<file path="src/design/tnd_pkg.sv">
`timescale 1ns / 1ps
// ----------------------------------------------------------------------------
// tnd_pkg
// shared constants and types for the decimal line to tone divider
// ----------------------------------------------------------------------------
package tnd_pkg;

    localparam int LINE_BUFFER_LEN = 128;
    localparam int CNT_W           = $clog2(LINE_BUFFER_LEN);
    localparam int VALUE_W         = 32;
    localparam int DIV_OUT_W       = 16;
    localparam int BIT_CNT_W       = $clog2(VALUE_W);

    localparam logic [VALUE_W-1:0] CLOCK_HZ_RESET = 32'd1193182;

    localparam logic [7:0] CH_TAB     = 8'h09;
    localparam logic [7:0] CH_NEWLINE = 8'h0A;
    localparam logic [7:0] CH_CR      = 8'h0D;
    localparam logic [7:0] CH_SPACE   = 8'h20;
    localparam logic [7:0] CH_PLUS    = 8'h2B;
    localparam logic [7:0] CH_MINUS   = 8'h2D;
    localparam logic [7:0] CH_ZERO    = 8'h30;
    localparam logic [7:0] CH_NINE    = 8'h39;

    typedef enum logic [2:0] {
        PH_SKIP   = 3'b001,
        PH_DIGITS = 3'b010,
        PH_DONE   = 3'b100
    } phase_t;

    typedef enum logic [2:0] {
        ST_IDLE = 3'b001,
        ST_MAC  = 3'b010,
        ST_DIV  = 3'b100
    } state_t;

    typedef struct packed {
        logic               start;
        logic [VALUE_W-1:0] dividend;
        logic [VALUE_W-1:0] divisor;
    } div_req_t;

    typedef struct packed {
        logic               busy;
        logic [VALUE_W-1:0] quotient;
    } div_rsp_t;

endpackage

</file>
<file path="src/design/tnd_ifs.sv">
`timescale 1ns / 1ps
// ----------------------------------------------------------------------------
// tnd channel interfaces
// valid/ready channels for bytes, tone results and the clock register
// ----------------------------------------------------------------------------
interface tnd_byte_if;
    logic       valid;
    logic       ready;
    logic [7:0] char_byte;

    modport source (output valid, output char_byte, input ready);
    modport sink   (input valid, input char_byte, output ready);
endinterface

interface tnd_tone_if;
    logic                                     valid;
    logic                                     ready;
    logic [tnd_pkg::VALUE_W-1:0]              tone_freq;
    logic [tnd_pkg::DIV_OUT_W-1:0]            divider;
    logic                                     speaker_on;

    modport source (output valid, output tone_freq, output divider, output speaker_on,
                    input ready);
    modport sink   (input valid, input tone_freq, input divider, input speaker_on,
                    output ready);
endinterface

interface tnd_cfg_if;
    logic                        valid;
    logic                        ready;
    logic [tnd_pkg::VALUE_W-1:0] input_clock_hz;

    modport source (output valid, output input_clock_hz, input ready);
    modport sink   (input valid, input input_clock_hz, output ready);
endinterface

</file>
<file path="src/design/tnd_div.sv">
`timescale 1ns / 1ps
// ----------------------------------------------------------------------------
// tnd_div
// restoring unsigned divider, one quotient bit per cycle
// ----------------------------------------------------------------------------
module tnd_div
(
    input  logic              clk,
    input  logic              rst_n,
    input  tnd_pkg::div_req_t req,
    output tnd_pkg::div_rsp_t rsp
);

    logic                                busy_reg, busy_next;
    logic [tnd_pkg::BIT_CNT_W-1:0]       cnt_reg, cnt_next;
    logic [tnd_pkg::VALUE_W-1:0]         rem_reg, rem_next;
    logic [tnd_pkg::VALUE_W-1:0]         quo_reg, quo_next;
    logic [tnd_pkg::VALUE_W-1:0]         dsr_reg, dsr_next;
    logic [tnd_pkg::VALUE_W:0]           trial;
    logic [tnd_pkg::VALUE_W:0]           diff;

    always_comb
    begin
        busy_next = busy_reg;
        cnt_next  = cnt_reg;
        rem_next  = rem_reg;
        quo_next  = quo_reg;
        dsr_next  = dsr_reg;
        trial     = {rem_reg, quo_reg[tnd_pkg::VALUE_W-1]};
        diff      = trial - {1'b0, dsr_reg};
        if (req.start)
        begin
            busy_next = 1'b1;
            cnt_next  = '0;
            rem_next  = '0;
            quo_next  = req.dividend;
            dsr_next  = req.divisor;
        end
        else if (busy_reg)
        begin
            if (!diff[tnd_pkg::VALUE_W])
            begin
                rem_next = diff[tnd_pkg::VALUE_W-1:0];
                quo_next = {quo_reg[tnd_pkg::VALUE_W-2:0], 1'b1};
            end
            else
            begin
                rem_next = trial[tnd_pkg::VALUE_W-1:0];
                quo_next = {quo_reg[tnd_pkg::VALUE_W-2:0], 1'b0};
            end
            cnt_next = cnt_reg + 1'b1;
            if (cnt_reg == tnd_pkg::BIT_CNT_W'(tnd_pkg::VALUE_W - 1))
            begin
                busy_next = 1'b0;
            end
        end
    end

    always_ff @(posedge clk or negedge rst_n)
    begin
        if (!rst_n)
        begin
            busy_reg <= 1'b0;
            cnt_reg  <= '0;
        end
        else
        begin
            busy_reg <= busy_next;
            cnt_reg  <= cnt_next;
        end
    end

    always_ff @(posedge clk)
    begin
        rem_reg <= rem_next;
        quo_reg <= quo_next;
        dsr_reg <= dsr_next;
    end

    assign rsp.busy     = busy_reg;
    assign rsp.quotient = quo_reg;

endmodule

</file>
<file path="src/design/decimal_line_to_tone_divider_core.sv">
`timescale 1ns / 1ps
// ----------------------------------------------------------------------------
// decimal_line_to_tone_divider_core
// parses decimal text lines and returns frequency, enable and timer divider
// ----------------------------------------------------------------------------
//  channel    dir   word
//  char_in    in    char_byte
//  tone_out   out   tone_freq, divider, speaker_on
//  cfg        in    input_clock_hz
//
//  a digit that extends a number runs the bit-serial times-ten-plus-digit
//  update of the 32-bit value; other bytes are taken directly in the idle state
//  a newline waits in the divide state for the one-bit-per-cycle restoring divider
//  reset clears the parser and loads the clock register with 1193182
//  the result waits in an output register; a stalled output holds the next
//  newline in the divide state until the register frees up
// ----------------------------------------------------------------------------
module decimal_line_to_tone_divider_core
(
    input  logic       clk,
    input  logic       rst_n,
    tnd_byte_if.sink   char_in,
    tnd_tone_if.source tone_out,
    tnd_cfg_if.sink    cfg
);

    tnd_pkg::state_t                   state_reg, state_next;
    tnd_pkg::phase_t                   phase_reg, phase_next;
    logic                              neg_reg, neg_next;
    logic [tnd_pkg::VALUE_W-1:0]       value_reg, value_next;
    logic [tnd_pkg::CNT_W-1:0]         count_reg, count_next;
    logic [tnd_pkg::VALUE_W-1:0]       clk_hz_reg;
    logic [3:0]                        dig_reg, dig_next;
    logic [2:0]                        hist_reg, hist_next;
    logic [1:0]                        carry_reg, carry_next;
    logic [tnd_pkg::BIT_CNT_W-1:0]     bit_reg, bit_next;
    logic [tnd_pkg::VALUE_W-1:0]       freq_reg, freq_next;
    logic                              ovld_reg, ovld_next;
    logic [tnd_pkg::VALUE_W-1:0]       ofreq_reg, ofreq_next;
    logic [tnd_pkg::DIV_OUT_W-1:0]     odiv_reg, odiv_next;
    logic [2:0]                        sum;
    logic [7:0]                        c;
    logic                              accept;
    logic                              is_digit;
    logic                              is_blank;
    logic [tnd_pkg::CNT_W:0]           count_inc;
    tnd_pkg::div_req_t                 div_req;
    tnd_pkg::div_rsp_t                 div_rsp;

    tnd_div u_div
    (
        .clk   (clk),
        .rst_n (rst_n),
        .req   (div_req),
        .rsp   (div_rsp)
    );

    assign c         = char_in.char_byte;
    assign accept    = char_in.valid && char_in.ready;
    assign is_digit  = (c >= tnd_pkg::CH_ZERO) && (c <= tnd_pkg::CH_NINE);
    assign is_blank  = (c == tnd_pkg::CH_SPACE)
                       || ((c >= tnd_pkg::CH_TAB) && (c <= tnd_pkg::CH_CR));
    assign count_inc = {1'b0, count_reg} + 1'b1;
    assign sum       = {2'b00, hist_reg[0]} + {2'b00, hist_reg[2]} + {2'b00, dig_reg[0]}
                       + {1'b0, carry_reg};

    always_comb
    begin
        state_next = state_reg;
        phase_next = phase_reg;
        neg_next   = neg_reg;
        value_next = value_reg;
        count_next = count_reg;
        dig_next   = dig_reg;
        hist_next  = hist_reg;
        carry_next = carry_reg;
        bit_next   = bit_reg;
        freq_next  = freq_reg;
        ovld_next  = ovld_reg;
        ofreq_next = ofreq_reg;
        odiv_next  = odiv_reg;
        div_req    = '{start: 1'b0, dividend: clk_hz_reg, divisor: freq_reg};

        if (ovld_reg && tone_out.ready)
        begin
            ovld_next = 1'b0;
        end

        unique case (state_reg)
            tnd_pkg::ST_IDLE:
            begin
                if (accept)
                begin
                    if (c == tnd_pkg::CH_NEWLINE)
                    begin
                        freq_next        = neg_reg ? (tnd_pkg::VALUE_W'(0) - value_reg) : value_reg;
                        div_req.start    = 1'b1;
                        div_req.divisor  = freq_next;
                        state_next       = tnd_pkg::ST_DIV;
                        phase_next       = tnd_pkg::PH_SKIP;
                        neg_next         = 1'b0;
                        value_next       = '0;
                        count_next       = '0;
                    end
                    else if (count_inc >= (tnd_pkg::CNT_W + 1)'(tnd_pkg::LINE_BUFFER_LEN - 1))
                    begin
                        phase_next = tnd_pkg::PH_SKIP;
                        neg_next   = 1'b0;
                        value_next = '0;
                        count_next = '0;
                    end
                    else
                    begin
                        count_next = count_inc[tnd_pkg::CNT_W-1:0];
                        unique case (phase_reg)
                            tnd_pkg::PH_SKIP:
                            begin
                                if (is_blank)
                                begin
                                    phase_next = tnd_pkg::PH_SKIP;
                                end
                                else if ((c == tnd_pkg::CH_PLUS) || (c == tnd_pkg::CH_MINUS))
                                begin
                                    neg_next   = (c == tnd_pkg::CH_MINUS);
                                    phase_next = tnd_pkg::PH_DIGITS;
                                end
                                else if (is_digit)
                                begin
                                    value_next = {{(tnd_pkg::VALUE_W-4){1'b0}}, c[3:0]};
                                    phase_next = tnd_pkg::PH_DIGITS;
                                end
                                else
                                begin
                                    phase_next = tnd_pkg::PH_DONE;
                                end
                            end
                            tnd_pkg::PH_DIGITS:
                            begin
                                if (is_digit)
                                begin
                                    dig_next   = c[3:0];
                                    hist_next  = '0;
                                    carry_next = '0;
                                    bit_next   = '0;
                                    state_next = tnd_pkg::ST_MAC;
                                end
                                else
                                begin
                                    phase_next = tnd_pkg::PH_DONE;
                                end
                            end
                            tnd_pkg::PH_DONE:
                            begin
                                phase_next = tnd_pkg::PH_DONE;
                            end
                            default:
                            begin
                                phase_next = tnd_pkg::PH_SKIP;
                            end
                        endcase
                    end
                end
            end
            tnd_pkg::ST_MAC:
            begin
                // value*10 + digit, lsb first: bit i sums v[i-1], v[i-3], digit bit i and the carry
                value_next = {sum[0], value_reg[tnd_pkg::VALUE_W-1:1]};
                hist_next  = {hist_reg[1], hist_reg[0], value_reg[0]};
                carry_next = sum[2:1];
                dig_next   = {1'b0, dig_reg[3:1]};
                bit_next   = bit_reg + 1'b1;
                if (bit_reg == tnd_pkg::BIT_CNT_W'(tnd_pkg::VALUE_W - 1))
                begin
                    state_next = tnd_pkg::ST_IDLE;
                end
            end
            tnd_pkg::ST_DIV:
            begin
                if (!div_rsp.busy && (!ovld_reg || tone_out.ready))
                begin
                    ovld_next  = 1'b1;
                    ofreq_next = freq_reg;
                    odiv_next  = (freq_reg == '0) ? '0
                                 : div_rsp.quotient[tnd_pkg::DIV_OUT_W-1:0];
                    state_next = tnd_pkg::ST_IDLE;
                end
            end
            default:
            begin
                state_next = tnd_pkg::ST_IDLE;
            end
        endcase
    end

    always_ff @(posedge clk or negedge rst_n)
    begin
        if (!rst_n)
        begin
            state_reg  <= tnd_pkg::ST_IDLE;
            phase_reg  <= tnd_pkg::PH_SKIP;
            neg_reg    <= 1'b0;
            value_reg  <= '0;
            count_reg  <= '0;
            bit_reg    <= '0;
            ovld_reg   <= 1'b0;
            clk_hz_reg <= tnd_pkg::CLOCK_HZ_RESET;
        end
        else
        begin
            state_reg <= state_next;
            phase_reg <= phase_next;
            neg_reg   <= neg_next;
            value_reg <= value_next;
            count_reg <= count_next;
            bit_reg   <= bit_next;
            ovld_reg  <= ovld_next;
            if (cfg.valid && cfg.ready)
            begin
                clk_hz_reg <= cfg.input_clock_hz;
            end
        end
    end

    always_ff @(posedge clk)
    begin
        dig_reg   <= dig_next;
        hist_reg  <= hist_next;
        carry_reg <= carry_next;
        freq_reg  <= freq_next;
        ofreq_reg <= ofreq_next;
        odiv_reg  <= odiv_next;
    end

    assign char_in.ready       = (state_reg == tnd_pkg::ST_IDLE);
    assign cfg.ready           = 1'b1;
    assign tone_out.valid      = ovld_reg;
    assign tone_out.tone_freq  = ofreq_reg;
    assign tone_out.divider    = odiv_reg;
    assign tone_out.speaker_on = (ofreq_reg != '0);

endmodule
</file>
<file path="src/flat_wrapper.sv">
// flat-port wrapper written by rule: the top's interface ports become plain ports
module decimal_line_to_tone_divider_core_flat 
  (clk, rst_n, char_in_valid, char_in_char_byte, char_in_ready, tone_out_valid, tone_out_tone_freq, tone_out_divider, tone_out_speaker_on, tone_out_ready, cfg_valid, cfg_input_clock_hz, cfg_ready);
  tnd_byte_if char_in_i ();
  tnd_tone_if tone_out_i ();
  tnd_cfg_if cfg_i ();
  input  logic clk;
  input  logic rst_n;
  input wire logic [$bits(char_in_i.valid)-1:0] char_in_valid;
  input wire logic [$bits(char_in_i.char_byte)-1:0] char_in_char_byte;
  output wire logic [$bits(char_in_i.ready)-1:0] char_in_ready;
  output wire logic [$bits(tone_out_i.valid)-1:0] tone_out_valid;
  output wire logic [$bits(tone_out_i.tone_freq)-1:0] tone_out_tone_freq;
  output wire logic [$bits(tone_out_i.divider)-1:0] tone_out_divider;
  output wire logic [$bits(tone_out_i.speaker_on)-1:0] tone_out_speaker_on;
  input wire logic [$bits(tone_out_i.ready)-1:0] tone_out_ready;
  input wire logic [$bits(cfg_i.valid)-1:0] cfg_valid;
  input wire logic [$bits(cfg_i.input_clock_hz)-1:0] cfg_input_clock_hz;
  output wire logic [$bits(cfg_i.ready)-1:0] cfg_ready;
  assign char_in_i.valid = char_in_valid;
  assign char_in_i.char_byte = char_in_char_byte;
  assign char_in_ready = char_in_i.ready;
  assign tone_out_valid = tone_out_i.valid;
  assign tone_out_tone_freq = tone_out_i.tone_freq;
  assign tone_out_divider = tone_out_i.divider;
  assign tone_out_speaker_on = tone_out_i.speaker_on;
  assign tone_out_i.ready = tone_out_ready;
  assign cfg_i.valid = cfg_valid;
  assign cfg_i.input_clock_hz = cfg_input_clock_hz;
  assign cfg_ready = cfg_i.ready;
  decimal_line_to_tone_divider_core u_core (.clk(clk), .rst_n(rst_n), .char_in(char_in_i), .tone_out(tone_out_i), .cfg(cfg_i));
endmodule
</file>
<file path="config.mk">
export PLATFORM = sky130hd
export DESIGN_NAME = decimal_line_to_tone_divider_core_flat
export DESIGN_NICKNAME = d
export VERILOG_FILES = /design/src/design/tnd_pkg.sv /design/src/design/tnd_ifs.sv /design/src/design/tnd_div.sv /design/src/design/decimal_line_to_tone_divider_core.sv /design/src/flat_wrapper.sv
export SDC_FILE = /design/constraint.sdc
export NUM_CORES = 1
export LEC_CHECK = 0
export CORE_ASPECT_RATIO = 1.5
export CORE_UTILIZATION = 30
export CTS_CLUSTER_SIZE = 40
export DETAILED_ROUTE_END_ITERATION = 10
export DONT_BUFFER_PORTS = 1
export SYNTH_ARGS = -nofsm -noshare
export SYNTH_HDL_FRONTEND = slang
export SYNTH_SLANG_ARGS = --single-unit
</file>
<file path="constraint.sdc">
create_clock -name clk -period 5.5 [get_ports clk]
set_clock_uncertainty 0.2 [all_clocks]
set_input_delay 0.275 -clock clk [delete_from_list [all_inputs] [get_ports clk]]
set_output_delay 0.275 -clock clk [all_outputs]
set_load 0.02 [all_outputs]
</file>
==> results of run 1 <==
==> metrics by stage <==
stage                     area (sq um)  cells  total power (uW)  utilization [%]
after floorplan                  13000   1237              3630                -
after global placement           13700   1764              3910             31.8
after global routing             15400   1891              6330             35.9
after detailed placement         13700   1764              3940             31.8
final                            15400   1891              5990             35.9
after CTS                        15400   1890              6040             35.9
==> critical path, cell delays in order, from the launching register on <==
cell       delay [ps]
edfxtp_1          370
ha_1              230
fa_1              400
nand2b_1          180
a21oi_1           170
o211ai_1          160
o31a_1            370
o2111ai_2         250
a311oi_2          190
o21ai_4           300
xor2_4            570
buf_4             300
mux2i_1           210
a21oi_1            80
==> what timing repair did <==
| item | in CTS | in global routing |
|---|---|---|
| gates resized for setup | 0 | 0 |
| hold buffers | 76 | 0 |
| hold endpoints to repair | 143 | 0 |
==> worst paths after layout <==
check / start / end
hold / removal: char_in_char_byte[2] / u_core.state_reg[1]
hold reg to reg: u_core.freq_reg[19] / u_core.tone_out.tone_freq[19]
setup / recovery: u_core.u_div.dsr_reg[0] / u_core.u_div.rem_reg[8]
setup reg to reg: u_core.u_div.dsr_reg[0] / u_core.u_div.rem_reg[8]
max in group asynchronous: rst_n / u_core.u_div.busy_reg
min in group asynchronous: rst_n / u_core.clk_hz_reg[9]
==> metal layers <==
layer,part of all wire (%),wire length (microns)
met2,53,16100
met1,41,12300
met5,0,0
met3,3.3,998
met4,2.5,765
==> cells by family (layout without fill, tap and decap cells) <==
group / after synthesis / after routing / synth area share, %
adder cells (fa/ha/maj): 43 / 43 / 4.30
flip-flops: 275 / 275 / 55.1
buffers and inverters: 104 / 187 / 3.10
AND/OR/NAND/NOR: 396 / 396 / 14.1
multiplexers: 58 / 58 / 4.77
XOR/XNOR: 63 / 63 / 4.29
AO/OA/AOI/OAI: 297 / 297 / 14.3
other: 1 / 2 / 0.0288
==> cells in the mapped netlist (12+ instances only) <==
library cell,count
dfstp_2,13
mux2i_1,25
xor2_1,32
nand2_1,214
mux2_2,33
ha_1,40
dfxtp_1,64
o31ai_1,12
a22o_1,30
a21oi_1,74
nand4_1,12
nor2b_1,26
clkbuf_1,45
nand3_1,18
xnor2_1,30
a21o_1,13
dfrtp_1,77
edfxtp_1,121
o21ai_0,109
nor4_1,16
inv_1,48
nor2_1,49
==> report_power, final <==
part           total (uW)  switching [uW]  internal [uW]  leakage (uW)
combinational        1400             769            633       0.00316
sequential           2570             203           2370       0.00277
clock                2020             843           1170      0.000458
==> area by class of cell <==
cell class,count,area share (%)
antenna,1,0.0162
tap,570,4.63
clock inverter,21,1.73
sequential,275,46.6
inverter,49,1.19
multi-input combinational,858,35.6
clock buffer,29,4.57
timing repair buffer,88,5.64
==> key figures, run 1 <==
Clocking
  • CTS tree: built
  • Clock tree sinks: 275
  • H-tree depth: 1
  • CTS Buffer Depth: 3
  • Clock-pin transition on the worst setup and hold timing paths: 70 ps
  • Worst skew pair latency: 560 ps
  • Post-CTS setup buffers: 0
  • Num CTS Buffers: 27
  • Clock root cell: clkbuf_16

Worst setup path
  • Reg2Reg Setup Slack: 1360 ps
  • Critical path class: reg2reg
  • Critical Path End Type: register
  • Worst EP required: 5710 ps
  • Max FO, Critical Path: 18
  • WP data arrival: 4350 ps
  • R2R cell count: 13
  • CP Launch Type: register

Floorplanning
  • Die Span Y: 257 microns
  • Chip Width: 172 microns
  • Die area: 44300 sq um
  • Io pins: 97
  • Cell Rows: 93
  • Core area: 42900 sq um
  • Starting Density: 30.4%

Global route
  • Met2 Use GR: 25.2%
  • Global Route met3 Usage: 1.52%
  • Vias in the first global route: 9176
  • Largest net degree at the start of global routing: 91
  • Grt total ovfl: 0
  • Met1 Use GR: 16.2%
  • Initial antenna violation count: 1
  • First-pass GRT wire length: 48400 microns
  • GRT Overall Usage: 13.7%
  • GR peak layer: met2

Synthesis
  • Synth area leader: edfxtp_1
  • Syn Inst Count: 1237
  • EDFF count, synth: 121
  • Synth unique cells: 69
  • Asr flop ratio synth: 32.7%
  • Synth top area cells: edfxtp_1 (28%), dfrtp_1 (15%), dfxtp_1 (9.8%)
  • Post-synthesis sequential area ratio: 55.1%
  • Synth warn: 0
  • Synth top area share: 27.9%
  • Synthesized flop and latch total: 275
  • Syn Area/Cell: 10.5 sq um
  • Primary FF master, synth: edfxtp_1
  • Mapped Nets: 1325
  • Mapped Area: 13000 sq um

Timing
  • Worst Setup Slack, final: 1360 ps
  • Setup TNS Final: 0 ps
  • Slew of the pin with the lowest slew margin: 1230 ps
  • Slew margin rel.: 17.7%
  • Hold Fails Final Rpt: 0
  • # setup viols final: 0
  • Final hold slack: 25.5 ps
  • Fin crit share: 75.2%
  • Slew Limit Fails: 0
  • RSZ-0062 raised after global routing: false
  • Fmax: 242 MHz
  • Min cycle time layout: 4140 ps

Power
  • Leak pwr: 0.00638 uW
  • Pwr/cell area: 389 nW/um^2
  • Maximum vdd drop: 0.196 mV

Finish
  • FF+latch area: 7180 sq um
  • Final nets: 1387
  • Footprint of the multi-input gates: 5480 sq um
  • Most common cell after layout, fill and taps aside: nand2_1
  • Commonest cells after routing, fill and taps aside: nand2_1 (213), edfxtp_1 (121), o21ai_0 (109), dfrtp_1 (76), dlygate4sd3_1 (75)
  • Fillers: 4261
  • Share of cells above drive strength 1: 9.70%
  • P&R area growth vs syn: 18.2%

Detailed routing
  • Final WL: 30200 microns
  • Vias: 9226
  • WL/cell: 16.0 microns
  • Antenna Nets Post-Route: 0
  • Vias/cell: 4.88
  • Drt first pass iters: 5
  • DRC: 0
  • Initial DRC Count: 510

Run
  • Max-cap viol count: 0

Hold path
  • Hold Path Cell Cnt: 5
  • Hold Crit Class: in2reg

Placement
  • Worst slack, placed: 1340 ps
  • Hpwl dp: 20600 microns
  • Buffers on Ports: 0
  • Gpl congestion: 0.821

Status
  • Outcome: finished, final reports clean
Note: power is estimated with default switching activity, not from simulation.
==> run 2: changes to the inputs <==
==> constraint.sdc (replaced) <==
create_clock -name clk -period 4 [get_ports clk]
set_clock_uncertainty 0.2 [all_clocks]
set_input_delay 0.2 -clock clk [delete_from_list [all_inputs] [get_ports clk]]
set_output_delay 0.2 -clock clk [all_outputs]
set_load 0.02 [all_outputs]
==> key figures, run 2 (synthesis gave the netlist of run 1 again) <==
Placement
  • Worst slack, placed: 218 ps
  • Hpwl dp: 21100 microns
  • Gpl congestion: 0.860
  • Post-DP Area: 13700 sq um
  • Buffers on Ports: 0

Hold path
  • Hold Crit Class: in2async

Timing
  • Slew of the pin with the lowest slew margin: 709 ps
  • Fin crit share: 94.0%
  • Hold Fails Final Rpt: 0
  • Fmax: 266 MHz
  • RSZ-0062 raised after global routing: true
  • # setup viols final: 0
  • Slew Limit Fails: 0
  • Worst Setup Slack, final: 239 ps
  • Slew margin rel.: 52.7%
  • Min cycle time layout: 3760 ps

Run
  • Max-cap viol count: 0

Detailed routing
  • Vias: 9354
  • Antenna Nets Post-Route: 0
  • Drt first pass iters: 5
  • DRC: 0
  • Vias/cell: 4.91
  • WL/cell: 16.1 microns
  • Final WL: 30600 microns
  • Initial DRC Count: 426

Clocking
  • Num CTS Buffers: 28
  • Clock tree sinks: 275
  • CTS Buffer Depth: 3
  • H-tree depth: 1
  • Clock root cell: clkbuf_16
  • Worst skew pair latency: 560 ps
  • CTS tree: built
  • Clock-pin transition on the worst setup and hold timing paths: 70 ps

Worst setup path
  • Worst EP required: 4270 ps
  • Max FO, Critical Path: 8
  • Critical Path End Type: register
  • Worst Setup SP: u_core.u_div.dsr_reg[0]
  • CP Launch Type: register
  • WP data arrival: 4030 ps
  • Worst r2r dst: u_core.u_div.rem_reg[26]
  • Reg-to-Reg Start: u_core.u_div.dsr_reg[0]
  • Critical path class: reg2reg
  • R2R cell count: 13
  • Reg2Reg Setup Slack: 240 ps

Global route
  • First-pass GRT wire length: 49300 microns
  • Initial antenna violation count: 1
  • Vias in the first global route: 9521
  • Largest net degree at the start of global routing: 91
  • Grt total ovfl: 0
  • GRT Overall Usage: 13.9%

Finish
  • Share of cells above drive strength 1: 10.1%
  • Final nets: 1399
  • Most common cell after layout, fill and taps aside: nand2_1
  • Commonest cells after routing, fill and taps aside: nand2_1 (213), edfxtp_1 (121), o21ai_0 (109), dlygate4sd3_1 (79), dfrtp_1 (76)
  • P&R area growth vs syn: 19.2%
  • Final Core Density: 36.2%
  • Final Cell Area: 15500 sq um

Power
  • Sw Share: 30.2%
  • NetSw: 2500 uW
  • Internal power: 5770 uW
  • Leak pwr: 0.00646 uW
  • Reg power frac: 42.8%
  • Clk pwr share: 33.5%
  • Pwr/cell area: 532 nW/um^2
  • Maximum vdd drop: 0.264 mV
  • Gate power share: 23.7%

Floorplanning
  • Core area: 42900 sq um
  • Io pins: 97
  • Starting Density: 30.4%
  • Die area: 44300 sq um
  • Die Span Y: 257 microns
  • Cell Rows: 93
  • Chip Width: 172 microns

Status
  • Outcome: finished, final reports clean
-- run 2: cell types whose count changed in the layout (fill, tap and decap cells not counted), moves of 2 or more --
cell / before / now
buf_4: 12 / 17
bufinv_16: 5 / 3
clkbuf_1: 0 / 2
clkbuf_16: 27 / 30
clkinv_2: 3 / 5
clkinvlp_4: 6 / 3
dlygate4sd3_1: 75 / 79
inv_6: 4 / 2
inv_8: 0 / 2
-- run 2: layout make-up --
cell class / instances / area (sq um)
fillers: 4226 / 27400
repair buffers: 99 / 977
multi-input cells: 858 / 5490
clock inverters: 18 / 199
clock buffers: 34 / 786
flip-flops and latches: 275 / 7180
inverters: 49 / 184
diodes: 1 / 2.50
well taps: 570 / 713
-- run 2: power groups by stage --
stage | combinational (uW) | clock [uW] | sequential [uW]
after floorplan | 1490 | 0 | 3500
after global placement | 1800 | 0 | 3590
after detailed placement | 1850 | 0 | 3590
after CTS | 1960 | 2850 | 3540
after global routing | 2200 | 2940 | 3590
final | 1960 | 2770 | 3540
-- run 2: worst max path at each step --
stage,to,slack (ps)
finish,u_core.u_div.rem_reg[26],240
global route,u_core.u_div.rem_reg[27],-10
CTS,u_core.u_div.rem_reg[20],210
detailed placement,u_core.u_div.rem_reg[20],220
global placement,u_core.u_div.rem_reg[23],310
floorplan,u_core.u_div.rem_reg[13],600
-- run 2: timing repair --
item                       in CTS  in global routing
buffers inserted                0                  1
hold buffers                   80                  0
hold endpoints to repair      147                  0
gates resized for setup         0                  1
setup endpoints to repair       0                  3
-- run 2: metrics by stage --
stage	hold slack, ps	power [uW]	setup TNS, ps	cells
after floorplan	-296	4990	0	1237
after global placement	-293	5390	0	1770
after detailed placement	-292	5440	0	1770
after CTS	22.1	8350	0	1902
after global routing	51.3	8730	-10.3	1904
final	16.5	8270	0	1904
-- run 2: critical path, cell delays in order (launching register included) --
cell and delay, ps:
edfxtp_1 370, ha_1 230, fa_1 400, nand2b_1 190, a21oi_1 180, o211ai_1 160
o31a_1 370, o2111ai_2 270, a311oi_2 200, o21ai_4 330, xnor2_1 280, buf_4 250
nand2_1 60, a31oi_1 180
-- run 2: metal layers --
layer	track usage, %	wire length (microns)	up-vias	share of wire [%]
met2	25.7	16200	152	53
met3	1.77	1060	57	3.5
met5	0	0	-	0
met1	16.0	12400	4584	41
met4	5.51	935	0	3.1
li1	-	-	4561	-
==> run 3: changes to the inputs <==
--- a/config.mk
+++ b/config.mk
@@ -10,6 +10,7 @@
 export CTS_CLUSTER_SIZE = 40
 export DETAILED_ROUTE_END_ITERATION = 10
 export DONT_BUFFER_PORTS = 1
+export RECOVER_POWER = 100
 export SYNTH_ARGS = -nofsm -noshare
 export SYNTH_HDL_FRONTEND = slang
 export SYNTH_SLANG_ARGS = --single-unit
==> key figures, run 3 (synthesis gave the netlist of run 1 again) <==
Worst setup path
  • Largest stage delay on the critical path: 500 ps
  • Reg2Reg Setup Slack: 210 ps
  • Crit path buf inv count: 0
  • CP Launch Type: register
  • Family with the most delay on the worst path: simple AND/OR/NAND/NOR gates
  • Most used cell, CP: or4_1
  • Worst r2r dst: u_core.u_div.dsr_reg[30]
  • Reg-to-Reg Start: u_core.value_reg[5]
  • Critical path class: reg2reg
  • Crit path max-delay cell type: nor4_1
  • R2R cell count: 9
  • Max FO, Critical Path: 5
  • WP data arrival: 3870 ps
  • Crit path cell chain: nor4_1 > nand4b_1 > or4_1 > or4_1 > or3_1 > nand2b_1 > o21ai_0 > xor2_1 > o21ai_1
  • Worst EP required: 4080 ps
  • Critical Path End Type: register

Finish
  • P&R area growth vs syn: 18.3%
  • Final nets: 1399
  • Share of cells above drive strength 1: 8.70%
  • Footprint of the multi-input gates: 5430 sq um
  • Most common cell after layout, fill and taps aside: nand2_1
  • Commonest cells after routing, fill and taps aside: nand2_1 (213), edfxtp_1 (121), o21ai_0 (110), dlygate4sd3_1 (79), dfrtp_1 (76)
  • Final Cell Area: 15400 sq um
  • Final Core Density: 35.9%
  • FF+latch area: 7180 sq um
  • Fillers: 4248

Placement
  • Gpl congestion: 0.860
  • Post-DP Area: 13700 sq um
  • Hpwl dp: 21100 microns
  • Buffers on Ports: 0
  • Worst slack, placed: 218 ps

Global route
  • GRT Overall Usage: 13.9%
  • Initial antenna violation count: 1
  • Vias in the first global route: 9521
  • Met1 Use GR: 16.0%
  • First-pass GRT wire length: 49300 microns
  • GR peak layer: met2
  • Global Route met3 Usage: 1.77%
  • Largest net degree at the start of global routing: 91
  • Met2 Use GR: 25.7%
  • Grt total ovfl: 0

Detailed routing
  • Antenna Nets Post-Route: 0
  • DRC: 0
  • Drt first pass iters: 5
  • Vias/cell: 4.91
  • WL/cell: 16.1 microns
  • Final WL: 30600 microns
  • Vias: 9348
  • Initial DRC Count: 448

Timing
  • Setup TNS Final: 0 ps
  • RSZ-0062 raised after global routing: true
  • Min cycle time layout: 3790 ps
  • Slew margin rel.: -54.7%
  • Fin crit share: 94.8%
  • Worst Setup Slack, final: 208 ps
  • Slew Limit Fails: 168
  • Hold Fails Final Rpt: 0
  • # setup viols final: 0
  • Slew of the pin with the lowest slew margin: 2320 ps
  • Fmax: 264 MHz

Hold path
  • Hold Crit Class: in2reg
  • Hold Path Origin: char_in_char_byte[4]
  • Hold Path Cell Cnt: 5
  • Hold path endpoint: u_core.value_reg[3]

Floorplanning
  • Chip Width: 172 microns
  • Die Span Y: 257 microns
  • Core area: 42900 sq um
  • Starting Density: 30.4%
  • Cell Rows: 93
  • Die area: 44300 sq um
  • Io pins: 97

Status
  • Failing checks: capacitance limit, slew limit
  • Outcome: finished with violations

Clocking
  • Clock root cell: clkbuf_16
  • Num CTS Buffers: 28
  • CTS Buffer Depth: 3
  • H-tree depth: 1
  • Clock-pin transition on the worst setup and hold timing paths: 60 ps
  • Worst skew pair latency: 560 ps
  • Clock tree sinks: 275
  • CTS tree: built

Power
  • Leak pwr: 0.00639 uW
  • Pwr/cell area: 535 nW/um^2
  • Maximum vdd drop: 0.264 mV

Run
  • Max-cap viol count: 3
==> run 3: changes by cell type in the layout (fill, tap and decap cells not counted), moves of 2 or more <==
cell / before / now
buf_4: 17 / 6
clkbuf_1: 2 / 9
clkbuf_2: 0 / 5
dfstp_1: 0 / 3
dfstp_2: 13 / 10
and2_0: 0 / 2
and2_1: 7 / 5
==> run 3: timing repair <==
| item | 4_1_cts | 5_1_grt |
|---|---|---|
| setup buffers | 0 | 1 |
| hold buffers | 80 | 0 |
| setup endpoints to repair | 0 | 3 |
| gates resized for setup | 0 | 1 |
| hold endpoints to repair | 147 | 0 |
==> run 3: how the worst max path moves through the flow <==
stage	slack [ps]	depth (start not counted)	end	start
detailed placement	220	13	u_core.u_div.rem_reg[20]	u_core.u_div.dsr_reg[0]
floorplan	600	13	u_core.u_div.rem_reg[13]	u_core.u_div.dsr_reg[0]
finish	210	9	u_core.u_div.dsr_reg[30]	u_core.value_reg[5]
CTS	210	13	u_core.u_div.rem_reg[20]	u_core.u_div.dsr_reg[0]
global route	-10	13	u_core.u_div.rem_reg[27]	u_core.u_div.dsr_reg[0]
global placement	310	13	u_core.u_div.rem_reg[23]	u_core.u_div.dsr_reg[0]
==> run 3: power by group <==
group	internal, uW	switching [uW]	leakage [uW]
Sequential	3260	274	0.00277
Clock	1610	1160	0.000480
Combinational	885	1060	0.00314
Total	5760	2500	0.00639
==> run 3: per-layer routing <==
layer	wire length, microns	up-vias	part of all wire, %
met2	16100	156	53
li1	-	4558	-
met1	12400	4577	41
met3	1080	57	3.5
met4	942	0	3.1
met5	0	-	0
==> run 3: layout make-up <==
cell class | instances | area share (%)
Antenna cell | 1 | 0.0162
Clock buffer | 34 | 5.10
Clock inverter | 18 | 1.29
Inverter | 49 | 1.19
Multi-Input combinational cell | 858 | 35.2
Sequential cell | 275 | 46.6
Tap cell | 570 | 4.63
Timing Repair Buffer | 99 | 5.96
==> run 3: tightest hold or removal path, stage by stage <==
cell     delay (ps)
nor2_1           20
nand3_1         110
or2_2           200
a32oi_1         110
o21ai_0         140
==> run 3: metrics by stage <==
stage,cells,total power (uW),hold WS [ps]
2_1_floorplan,1237,4990,-296
3_3_place_gp,1770,5390,-293
3_5_place_dp,1770,5440,-292
4_1_cts,1902,8350,22.1
5_1_grt,1904,8710,77.1
6_report,1904,8250,55.2
